**config.mk**
```make
export PLATFORM = sky130hd
export DESIGN_NAME = pdcch_ue_search_space_core_flat
export DESIGN_NICKNAME = d
export VERILOG_FILES = /design/src/design/pdcch_ss_pkg.sv /design/src/design/pdcch_ss_if.sv /design/src/design/pdcch_ue_search_space_core.sv /design/src/design/pdcch_ss_datapath.sv /design/src/design/pdcch_ss_ctrl.sv /design/src/flat_wrapper.sv
export VERILOG_INCLUDE_DIRS = /design/src /design/src/design
export SDC_FILE = /design/constraint.sdc
export NUM_CORES = 1
export LEC_CHECK = 0
export BUFFER_PORTS_ARGS = -buffer_cell sky130_fd_sc_hd__buf_2
export CELL_PAD_IN_SITES_DETAIL_PLACEMENT = 0
export CELL_PAD_IN_SITES_GLOBAL_PLACEMENT = 1
export CORE_MARGIN = 4
export CORE_UTILIZATION = 54
export CTS_BUF_LIST = sky130_fd_sc_hd__clkbuf_16
export CTS_CLUSTER_DIAMETER = 30
export CTS_CLUSTER_SIZE = 40
export DETAILED_ROUTE_END_ITERATION = 8
export PLACE_DENSITY_LB_ADDON = 0.3
export SLEW_MARGIN = 40
export SYNTH_ARGS = -nofsm -noshare
export SYNTH_HDL_FRONTEND = slang
export SYNTH_HIERARCHICAL = 1
export SYNTH_SLANG_ARGS = --single-unit
```
**constraint.sdc**
```tcl
create_clock -name clk_i -period 16.16 [get_ports clk_i]
set_input_delay 1.616 -clock clk_i [delete_from_list [all_inputs] [get_ports clk_i]]
set_output_delay 1.616 -clock clk_i [all_outputs]
set_load 0.02 [all_outputs]
```
**src/design/pdcch_ue_search_space_core_defines.svh**
```systemverilog
// Assertion macros for the PDCCH UE search space core.
// Depends on clk_i and rst_ni in the module that uses them.
`ifndef PDCCH_UE_SEARCH_SPACE_CORE_DEFINES_SVH
`define PDCCH_UE_SEARCH_SPACE_CORE_DEFINES_SVH

// Same-cycle implication, disabled in reset.
`define PDCCH_SS_ASSERT_IMP(label, ante, cons, msg) \
  label: assert property (@(posedge clk_i) disable iff (!rst_ni) (ante) |-> (cons)) \
    else $error(msg);

// Next-cycle implication, disabled in reset.
`define PDCCH_SS_ASSERT_NXT(label, ante, cons, msg) \
  label: assert property (@(posedge clk_i) disable iff (!rst_ni) (ante) |=> (cons)) \
    else $error(msg);

`endif

```
**src/design/pdcch_ss_pkg.sv**
```systemverilog
// Package for the PDCCH UE search space core: widths, constants, types.
// No dependencies.
`timescale 1ns / 1ps

package pdcch_ss_pkg;

  localparam int unsigned RNTI_W  = 16;
  localparam int unsigned LEVEL_W = 2;
  localparam int unsigned SF_W    = 4;
  localparam int unsigned CCE_W   = 7;
  localparam int unsigned CAND_W  = 3;
  localparam int unsigned Y_W     = 17;
  localparam int unsigned PROD_W  = 33;
  localparam int unsigned BIT_W   = 5;

  localparam logic [15:0]      HASH_A      = 16'd39827;
  localparam logic [Y_W:0]     HASH_D      = 18'd65537;
  localparam logic [SF_W-1:0]  SF_PER_FRAME = 4'd10;
  localparam logic [CCE_W-1:0] MIN_CCES    = 7'd8;
  localparam logic [BIT_W-1:0] DIV_LAST_BIT = 5'(Y_W - 1);

  localparam logic [LEVEL_W-1:0] LVL_1 = 2'd0;
  localparam logic [LEVEL_W-1:0] LVL_2 = 2'd1;

  localparam logic [CAND_W-1:0] CAND_SMALL_LVL = 3'd6;
  localparam logic [CAND_W-1:0] CAND_LARGE_LVL = 3'd2;

  typedef enum logic [1:0] {
    ST_IDLE,
    ST_HASH,
    ST_DIV,
    ST_EMIT
  } ctrl_state_e;

  typedef struct packed {
    logic load;
    logic hash_step;
    logic div_init;
    logic div_step;
    logic emit;
  } cmd_t;

  typedef struct packed {
    logic hash_last;
    logic div_last;
    logic cand_last;
    logic out_free;
  } status_t;

  function automatic logic [CAND_W-1:0] cand_count(logic [LEVEL_W-1:0] lvl);
    return (lvl inside {LVL_1, LVL_2}) ? CAND_SMALL_LVL : CAND_LARGE_LVL;
  endfunction

endpackage

```
**src/design/pdcch_ss_if.sv**
```systemverilog
// Channel interfaces for the PDCCH UE search space core.
// Depends on pdcch_ss_pkg for field widths.
`timescale 1ns / 1ps

interface pdcch_ss_in_if;
  logic                              valid;
  logic                              ready;
  logic [pdcch_ss_pkg::RNTI_W-1:0]   rnti;
  logic [pdcch_ss_pkg::LEVEL_W-1:0]  aggregation_level;
  logic [pdcch_ss_pkg::SF_W-1:0]     subframe;
  modport source (output valid, rnti, aggregation_level, subframe, input ready);
  modport sink   (input valid, rnti, aggregation_level, subframe, output ready);
endinterface

interface pdcch_ss_out_if;
  logic                              valid;
  logic                              ready;
  logic [pdcch_ss_pkg::CCE_W-1:0]    cce_start;
  logic [pdcch_ss_pkg::CAND_W-1:0]   candidate_index;
  logic                              last_candidate;
  modport source (output valid, cce_start, candidate_index, last_candidate, input ready);
  modport sink   (input valid, cce_start, candidate_index, last_candidate, output ready);
endinterface

interface pdcch_ss_cfg_if;
  logic                              valid;
  logic                              ready;
  logic [pdcch_ss_pkg::CCE_W-1:0]    total_cces;
  modport source (output valid, total_cces, input ready);
  modport sink   (input valid, total_cces, output ready);
endinterface

```
**src/design/pdcch_ue_search_space_core.sv**
```systemverilog
// PDCCH UE-specific search space: a request takes an RNTI, an aggregation
// level and a subframe and returns the start CCE of each candidate, lowest
// candidate first, with last_candidate on the final one. There are 6
// candidates for levels 1 and 2 and 2 for levels 4 and 8. The hash runs
// k + 1 modular multiplies, one per cycle, where k = subframe mod 10, the
// reduction mod floor(N/L) runs a restoring divider one dividend bit per
// cycle, and candidates leave one per cycle while the output is not stalled.
// The next request is taken while the last candidate waits in the output
// register. Write total_cces only while idle; values below 8 are stored as 8.
// Reset sets it to 8.
// Depends on pdcch_ss_pkg, pdcch_ss_if, pdcch_ss_ctrl, pdcch_ss_datapath.
`timescale 1ns / 1ps

module pdcch_ue_search_space_core (
  input  logic         clk_i,
  input  logic         rst_ni,
  pdcch_ss_cfg_if.sink cfg_i,
  pdcch_ss_in_if.sink  in_i,
  pdcch_ss_out_if.source out_o
);

  pdcch_ss_pkg::cmd_t    cmd;
  pdcch_ss_pkg::status_t status;
  logic                  in_ready;

  assign cfg_i.ready = 1'b1;
  assign in_i.ready  = in_ready;

  pdcch_ss_ctrl u_ctrl (
    .clk_i      (clk_i),
    .rst_ni     (rst_ni),
    .in_valid_i (in_i.valid),
    .in_ready_o (in_ready),
    .status_i   (status),
    .cmd_o      (cmd)
  );

  pdcch_ss_datapath u_datapath (
    .clk_i               (clk_i),
    .rst_ni              (rst_ni),
    .cmd_i               (cmd),
    .status_o            (status),
    .rnti_i              (in_i.rnti),
    .aggregation_level_i (in_i.aggregation_level),
    .subframe_i          (in_i.subframe),
    .cfg_valid_i         (cfg_i.valid),
    .cfg_total_cces_i    (cfg_i.total_cces),
    .out_ready_i         (out_o.ready),
    .out_valid_o         (out_o.valid),
    .cce_start_o         (out_o.cce_start),
    .candidate_index_o   (out_o.candidate_index),
    .last_candidate_o    (out_o.last_candidate)
  );

endmodule

```
**src/design/pdcch_ss_datapath.sv**
```systemverilog
// Datapath: CCE count register, hash multiply-reduce, restoring divider,
// candidate stepping and output register. Depends on pdcch_ss_pkg.
`timescale 1ns / 1ps

module pdcch_ss_datapath (
  input  logic                                clk_i,
  input  logic                                rst_ni,
  input  pdcch_ss_pkg::cmd_t                  cmd_i,
  output pdcch_ss_pkg::status_t               status_o,
  input  logic [pdcch_ss_pkg::RNTI_W-1:0]     rnti_i,
  input  logic [pdcch_ss_pkg::LEVEL_W-1:0]    aggregation_level_i,
  input  logic [pdcch_ss_pkg::SF_W-1:0]       subframe_i,
  input  logic                                cfg_valid_i,
  input  logic [pdcch_ss_pkg::CCE_W-1:0]      cfg_total_cces_i,
  input  logic                                out_ready_i,
  output logic                                out_valid_o,
  output logic [pdcch_ss_pkg::CCE_W-1:0]      cce_start_o,
  output logic [pdcch_ss_pkg::CAND_W-1:0]     candidate_index_o,
  output logic                                last_candidate_o
);

  logic [pdcch_ss_pkg::CCE_W-1:0]   total_cces_q, total_cces_d;
  logic [pdcch_ss_pkg::Y_W-1:0]     y_q, y_d;
  logic [pdcch_ss_pkg::LEVEL_W-1:0] lvl_q;
  logic [pdcch_ss_pkg::SF_W-1:0]    iter_q, iter_d;
  logic [pdcch_ss_pkg::BIT_W-1:0]   bit_q, bit_d;
  logic [pdcch_ss_pkg::CCE_W-1:0]   rem_q, rem_d;
  logic [pdcch_ss_pkg::CAND_W-1:0]  cand_q, cand_d;
  logic                             out_valid_q, out_valid_d;
  logic [pdcch_ss_pkg::CCE_W-1:0]   cce_q;
  logic [pdcch_ss_pkg::CAND_W-1:0]  cand_out_q;
  logic                             last_q;

  logic [pdcch_ss_pkg::SF_W-1:0]    k;
  logic [pdcch_ss_pkg::PROD_W-1:0]  prod;
  logic [pdcch_ss_pkg::Y_W:0]       fold;
  logic [pdcch_ss_pkg::Y_W-1:0]     y_mod;
  logic [pdcch_ss_pkg::CCE_W-1:0]   t;
  logic [pdcch_ss_pkg::CCE_W:0]     rem_sh;
  logic [pdcch_ss_pkg::CCE_W-1:0]   rem_div;
  logic [pdcch_ss_pkg::CCE_W:0]     rem_inc;
  logic                             cand_last;

  assign total_cces_d = (cfg_total_cces_i < pdcch_ss_pkg::MIN_CCES)
                        ? pdcch_ss_pkg::MIN_CCES : cfg_total_cces_i;

  assign k = (subframe_i >= pdcch_ss_pkg::SF_PER_FRAME)
             ? subframe_i - pdcch_ss_pkg::SF_PER_FRAME : subframe_i;

  // 2^16 = -1 mod 65537: fold the product as lo - mid + top
  assign prod  = pdcch_ss_pkg::PROD_W'(y_q) * pdcch_ss_pkg::PROD_W'(pdcch_ss_pkg::HASH_A);
  assign fold  = 18'(prod[15:0]) + 18'(prod[32]) - 18'(prod[31:16]);
  assign y_mod = fold[17] ? 17'(fold + pdcch_ss_pkg::HASH_D) : fold[16:0];

  assign t       = total_cces_q >> lvl_q;
  assign rem_sh  = {rem_q, y_q[pdcch_ss_pkg::Y_W-1]};
  assign rem_div = (rem_sh >= {1'b0, t}) ? 7'(rem_sh - {1'b0, t}) : rem_sh[6:0];
  assign rem_inc = {1'b0, rem_q} + 8'd1;

  assign cand_last = (cand_q == pdcch_ss_pkg::cand_count(lvl_q) - 3'd1);

  always_comb begin
    y_d         = y_q;
    iter_d      = iter_q;
    bit_d       = bit_q;
    rem_d       = rem_q;
    cand_d      = cand_q;
    out_valid_d = out_valid_q;
    if (out_ready_i) begin
      out_valid_d = 1'b0;
    end
    if (cmd_i.load) begin
      y_d    = {1'b0, rnti_i};
      iter_d = k;
    end
    if (cmd_i.hash_step) begin
      y_d    = y_mod;
      iter_d = iter_q - 4'd1;
    end
    if (cmd_i.div_init) begin
      rem_d  = '0;
      bit_d  = pdcch_ss_pkg::DIV_LAST_BIT;
      cand_d = '0;
    end
    if (cmd_i.div_step) begin
      y_d   = {y_q[pdcch_ss_pkg::Y_W-2:0], 1'b0};
      rem_d = rem_div;
      bit_d = bit_q - 5'd1;
    end
    if (cmd_i.emit) begin
      rem_d       = (rem_inc == {1'b0, t}) ? '0 : rem_inc[6:0];
      cand_d      = cand_q + 3'd1;
      out_valid_d = 1'b1;
    end
  end

  always_ff @(posedge clk_i or negedge rst_ni) begin
    if (!rst_ni) begin
      total_cces_q <= pdcch_ss_pkg::MIN_CCES;
      iter_q       <= '0;
      bit_q        <= '0;
      cand_q       <= '0;
      out_valid_q  <= 1'b0;
    end else begin
      if (cfg_valid_i) begin
        total_cces_q <= total_cces_d;
      end
      iter_q      <= iter_d;
      bit_q       <= bit_d;
      cand_q      <= cand_d;
      out_valid_q <= out_valid_d;
    end
  end

  always_ff @(posedge clk_i) begin
    y_q   <= y_d;
    rem_q <= rem_d;
    if (cmd_i.load) begin
      lvl_q <= aggregation_level_i;
    end
    if (cmd_i.emit) begin
      cce_q      <= rem_q << lvl_q;
      cand_out_q <= cand_q;
      last_q     <= cand_last;
    end
  end

  assign status_o.hash_last = (iter_q == '0);
  assign status_o.div_last  = (bit_q == '0);
  assign status_o.cand_last = cand_last;
  assign status_o.out_free  = !out_valid_q || out_ready_i;

  assign out_valid_o       = out_valid_q;
  assign cce_start_o       = cce_q;
  assign candidate_index_o = cand_out_q;
  assign last_candidate_o  = last_q;

endmodule

```
**src/design/pdcch_ss_ctrl.sv**
```systemverilog
// Controller: sequences load, hash, divide and emit phases of one request.
// Depends on pdcch_ss_pkg and pdcch_ue_search_space_core_defines.svh.
`timescale 1ns / 1ps
`include "pdcch_ue_search_space_core_defines.svh"

module pdcch_ss_ctrl (
  input  logic                  clk_i,
  input  logic                  rst_ni,
  input  logic                  in_valid_i,
  output logic                  in_ready_o,
  input  pdcch_ss_pkg::status_t status_i,
  output pdcch_ss_pkg::cmd_t    cmd_o
);

  pdcch_ss_pkg::ctrl_state_e state_q, state_d;

  always_comb begin
    state_d = state_q;
    case (state_q)
      pdcch_ss_pkg::ST_IDLE: begin
        if (in_valid_i) begin
          state_d = pdcch_ss_pkg::ST_HASH;
        end
      end
      pdcch_ss_pkg::ST_HASH: begin
        if (status_i.hash_last) begin
          state_d = pdcch_ss_pkg::ST_DIV;
        end
      end
      pdcch_ss_pkg::ST_DIV: begin
        if (status_i.div_last) begin
          state_d = pdcch_ss_pkg::ST_EMIT;
        end
      end
      pdcch_ss_pkg::ST_EMIT: begin
        if (status_i.out_free && status_i.cand_last) begin
          state_d = pdcch_ss_pkg::ST_IDLE;
        end
      end
      default: begin
        state_d = pdcch_ss_pkg::ST_IDLE;
      end
    endcase
  end

  always_comb begin
    in_ready_o      = 1'b0;
    cmd_o           = '0;
    case (state_q)
      pdcch_ss_pkg::ST_IDLE: begin
        in_ready_o = 1'b1;
        cmd_o.load = in_valid_i;
      end
      pdcch_ss_pkg::ST_HASH: begin
        cmd_o.hash_step = 1'b1;
        cmd_o.div_init  = status_i.hash_last;
      end
      pdcch_ss_pkg::ST_DIV: begin
        cmd_o.div_step = 1'b1;
      end
      pdcch_ss_pkg::ST_EMIT: begin
        cmd_o.emit = status_i.out_free;
      end
      default: begin
        cmd_o = '0;
      end
    endcase
  end

  always_ff @(posedge clk_i or negedge rst_ni) begin
    if (!rst_ni) begin
      state_q <= pdcch_ss_pkg::ST_IDLE;
    end else begin
      state_q <= state_d;
    end
  end

  `PDCCH_SS_ASSERT_IMP(a_emit_free, cmd_o.emit, status_i.out_free, "emit into occupied output")
  `PDCCH_SS_ASSERT_NXT(a_load_hash, in_valid_i && in_ready_o,
                       state_q == pdcch_ss_pkg::ST_HASH, "accepted request did not start hash")
  `PDCCH_SS_ASSERT_NXT(a_last_idle, cmd_o.emit && status_i.cand_last,
                       state_q == pdcch_ss_pkg::ST_IDLE, "no return to idle after last candidate")

endmodule

```
**src/flat_wrapper.sv**
```systemverilog
// flat-port wrapper written by rule: the top's interface ports become plain ports
module pdcch_ue_search_space_core_flat 
  (clk_i, rst_ni, cfg_i_valid, cfg_i_total_cces, cfg_i_ready, in_i_valid, in_i_rnti, in_i_aggregation_level, in_i_subframe, in_i_ready, out_o_valid, out_o_cce_start, out_o_candidate_index, out_o_last_candidate, out_o_ready);
  pdcch_ss_cfg_if cfg_i_i ();
  pdcch_ss_in_if in_i_i ();
  pdcch_ss_out_if out_o_i ();
  input  logic clk_i;
  input  logic rst_ni;
  input wire logic [$bits(cfg_i_i.valid)-1:0] cfg_i_valid;
  input wire logic [$bits(cfg_i_i.total_cces)-1:0] cfg_i_total_cces;
  output wire logic [$bits(cfg_i_i.ready)-1:0] cfg_i_ready;
  input wire logic [$bits(in_i_i.valid)-1:0] in_i_valid;
  input wire logic [$bits(in_i_i.rnti)-1:0] in_i_rnti;
  input wire logic [$bits(in_i_i.aggregation_level)-1:0] in_i_aggregation_level;
  input wire logic [$bits(in_i_i.subframe)-1:0] in_i_subframe;
  output wire logic [$bits(in_i_i.ready)-1:0] in_i_ready;
  output wire logic [$bits(out_o_i.valid)-1:0] out_o_valid;
  output wire logic [$bits(out_o_i.cce_start)-1:0] out_o_cce_start;
  output wire logic [$bits(out_o_i.candidate_index)-1:0] out_o_candidate_index;
  output wire logic [$bits(out_o_i.last_candidate)-1:0] out_o_last_candidate;
  input wire logic [$bits(out_o_i.ready)-1:0] out_o_ready;
  assign cfg_i_i.valid = cfg_i_valid;
  assign cfg_i_i.total_cces = cfg_i_total_cces;
  assign cfg_i_ready = cfg_i_i.ready;
  assign in_i_i.valid = in_i_valid;
  assign in_i_i.rnti = in_i_rnti;
  assign in_i_i.aggregation_level = in_i_aggregation_level;
  assign in_i_i.subframe = in_i_subframe;
  assign in_i_ready = in_i_i.ready;
  assign out_o_valid = out_o_i.valid;
  assign out_o_cce_start = out_o_i.cce_start;
  assign out_o_candidate_index = out_o_i.candidate_index;
  assign out_o_last_candidate = out_o_i.last_candidate;
  assign out_o_i.ready = out_o_ready;
  pdcch_ue_search_space_core u_core (.clk_i(clk_i), .rst_ni(rst_ni), .cfg_i(cfg_i_i), .in_i(in_i_i), .out_o(out_o_i));
endmodule
```
==> impl_metrics.toml <==
[status]
status = "finished clean"

[synth]
synth_fp_nets = 1412
synth-main-ff-cell = "edfxtp_1"
synth_area_mm2 = 0.01027
ys_ff_latch = 59
yosysWarnings = 6
ys_seq_area_share_pct = 16.09
synth_edf_count = 36
async_reset_ff_share_pct = 37.29
avgSynthCellArea_um2 = 9.405
synthCells = 1092
synth_cell_types = 85

[placement]
pre_cts_ws_ps = 6834
port_buffers = 46
dp_hpwl_mm = 20.47
gp_congestion = 0.8638
placed_area_mm2 = 0.01073

[hold_path]
min_path_type = "register to register"

[cells_and_area]
layout.nets = 1449
nFillCells = 1646
syn_to_final_growth_pct = 7.614
final_util_pct = 59.08
finalInstanceArea_mm2 = 0.01105
drive_above_1_share_pct = 9.171

[critical_path]
crit_top_cell = "fa_1"
rr_startpoint = "u_core/u_datapath/y_q[4]"
cpPeakStageDelay_ps = 600
arrival_ps = 9410
cp_num_cells = 34
path_class = "register to register"
endpoint_kind = "register"
r2r_slack_ps = 6840
critical-path-top-delay-family = "adder cells"
startpoint_type = "register"
startpoint = "u_core/u_datapath/y_q[4]"
cp_num_buf_inv = 6
reg2reg_depth = 34
cp_max_fo = 10
rr_endpoint = "u_core/u_datapath/y_q[16]"
cpMaxStageDelayCell = "fa_1"
critPathCapture = "u_core/u_datapath/y_q[16]"
cp.required_ps = 16250

[job]
max_cap_viol_count = 0

[floorplanning]
initial_core_util_pct = 54.90
coreArea_mm2 = 0.01871
io_pins = 48
die_y_um = 145.9
dieArea_mm2 = 0.02129
rows = 50
fp.dieW_um = 145.9

[timing]
clock_skew_ps = 5.364
finalHoldViolations = 0
min_period_ps = 9325
rsz0062_at_grt = "false"
max_freq_mhz = 107.2
report.final.slew_viol_count = 0
fin_setup_tns_ps = 0
max_slew.worst_pin.slew_ps = 767.2
slew_headroom_pct = 48.85
fin_crit_sh_pct = 57.70
fin_ws_ps = 6835
setup-violations-final = 0

[clocking]
clk_latency_ps = 330
cts_root_buf = "clkbuf_16"
numClockSinks = 59
cts_hold_buf = 0
cts_tree = "yes"
clkTransAtPathRegs_ps = 60
htreeDepth = 3
cts_setup_buffers = 0
clockBufferDepth = 2
cts_buffers = 9
cts_resized = 0

[global_route]
overflow = 0
track_usage_pct = 23.52
antenna_found_initial = 0
grt_pass1_wl_mm = 40.41
grt_pass1_vias = 7805
grt_max_degree = 38

[routing]
detail_route.vias_per_cell = 5.738
dr.pass1.iters = 4
drt_iter0_drc = 377
drc = 0
avgRoutedWirePerCell_um = 17.85
ant_nets = 0
vias = 7855
totalWireLength_mm = 24.43
[stage by stage]
stage               cells  hold WS (ps)
floorplan            1092         450.6
global placement     1352         472.8
detailed placement   1352         469.2
CTS                  1368         486.7
global route         1368         511.3
finish               1369         486.3
[logic make-up (layout without fill, tap and decap cells)]
logic type      count (synthesis)  after routing  share of synthesized area (%)
simple gates                  222            222                          11.26
xor+xnor                       66             66                          5.629
flops                          59             59                          16.09
buf+inv                       209            251                          7.773
mux                            24             24                          2.814
fa+ha+maj                     286            286                          41.79
other cells                     1              2                        0.03651
compound gates                225            225                          14.61
[state kept, by name, summed over array words and instances, names as in the netlist, 3 cells and up]
name	flops
u_core/u_datapath/rem_q	7
u_core/u_datapath/cand_q	3
u_core/u_datapath/cce_start_o	7
u_core/u_datapath/candidate_index_o	3
u_core/u_datapath/bit_q	5
u_core/u_datapath/total_cces_q	7
u_core/u_datapath/iter_q	4
u_core/u_datapath/y_q	17
[Yosys cell counts, types with 20 or more instances]
master,instances,area [um2]
nand3_1,20,100.1
nand2_1,46,172.7
inv_1,183,686.9
edfxtp_1,36,1081
xnor2_1,42,367.9
fa_1,95,1902
o21ai_0,57,285.3
xor2_1,24,210.2
a21oi_1,55,275.3
nor2_1,51,191.4
ha_1,191,2390
dfrtp_1,21,525.5
[per-layer routing]
layer	global-route usage (%)	part of all wire [%]	vias to the layer above	routed length, um
met5	0	0	-	0
met4	3.656	0.77	0	189
met3	2.865	3.9	17	961
met2	38.89	49	132	11910
met1	33.97	47	3856	11370
li1	-	-	3850	-
[layout make-up]
type / instances / area [um2] / area share [%]
clock buffer: 9 / 225.2 / 2.038
tap: 234 / 292.8 / 2.649
sequential: 59 / 1653 / 14.96
multi-input combinational: 824 / 7840 / 70.94
timing repair buffer: 52 / 275.3 / 2.491
inverter: 183 / 686.9 / 6.215
clock inverter: 7 / 76.32 / 0.6906
antenna: 1 / 2.502 / 0.02264
[placed cells by master, fill, tap and decap left out, types with 3 or more instances in the layout]
cell type and n:
a21o_1 16, or3_1 9, clkbuf_16 9, and2_1 7, o21ai_0 57, nor3b_1 5, dfrtp_1 21, o21a_1 6
o21bai_1 10, inv_1 183, o22ai_1 9, xnor2_1 42, nor3_1 18, buf_2 46, mux2i_1 15, a211oi_1 10
fa_1 95, nor2_1 51, nand2b_1 10, nand4_1 8, nand3_1 20, a21oi_1 55, ha_1 191, nor4_1 3
mux4_2 3, nor2b_1 16, a22oi_1 5, buf_4 6, nand2_1 46, xor2_1 24, mux2_2 5, a31oi_1 4
o21ai_1 5, o211ai_1 8, and3_1 10, o211a_1 4, edfxtp_1 36
[worst min path at each step]
stage / endpoint / startpoint / cells past startpoint / slack [ps]
after floorplan: u_core/u_datapath/candidate_index_o[1] / u_core/u_datapath/cand_q[1] / 0 / 450
after CTS: u_core/u_datapath/candidate_index_o[1] / u_core/u_datapath/cand_q[1] / 0 / 490
final: u_core/u_datapath/candidate_index_o[1] / u_core/u_datapath/cand_q[1] / 0 / 490
after global placement: u_core/u_datapath/candidate_index_o[1] / u_core/u_datapath/cand_q[1] / 0 / 470
after detailed placement: u_core/u_datapath/candidate_index_o[1] / u_core/u_datapath/cand_q[1] / 0 / 470
after global routing: u_core/u_datapath/candidate_index_o[1] / u_core/u_datapath/cand_q[1] / 0 / 510
Power is left out: the tool's default activity adds up to more than one toggle a clock period on the data nets, which glitch-free logic cannot reach.
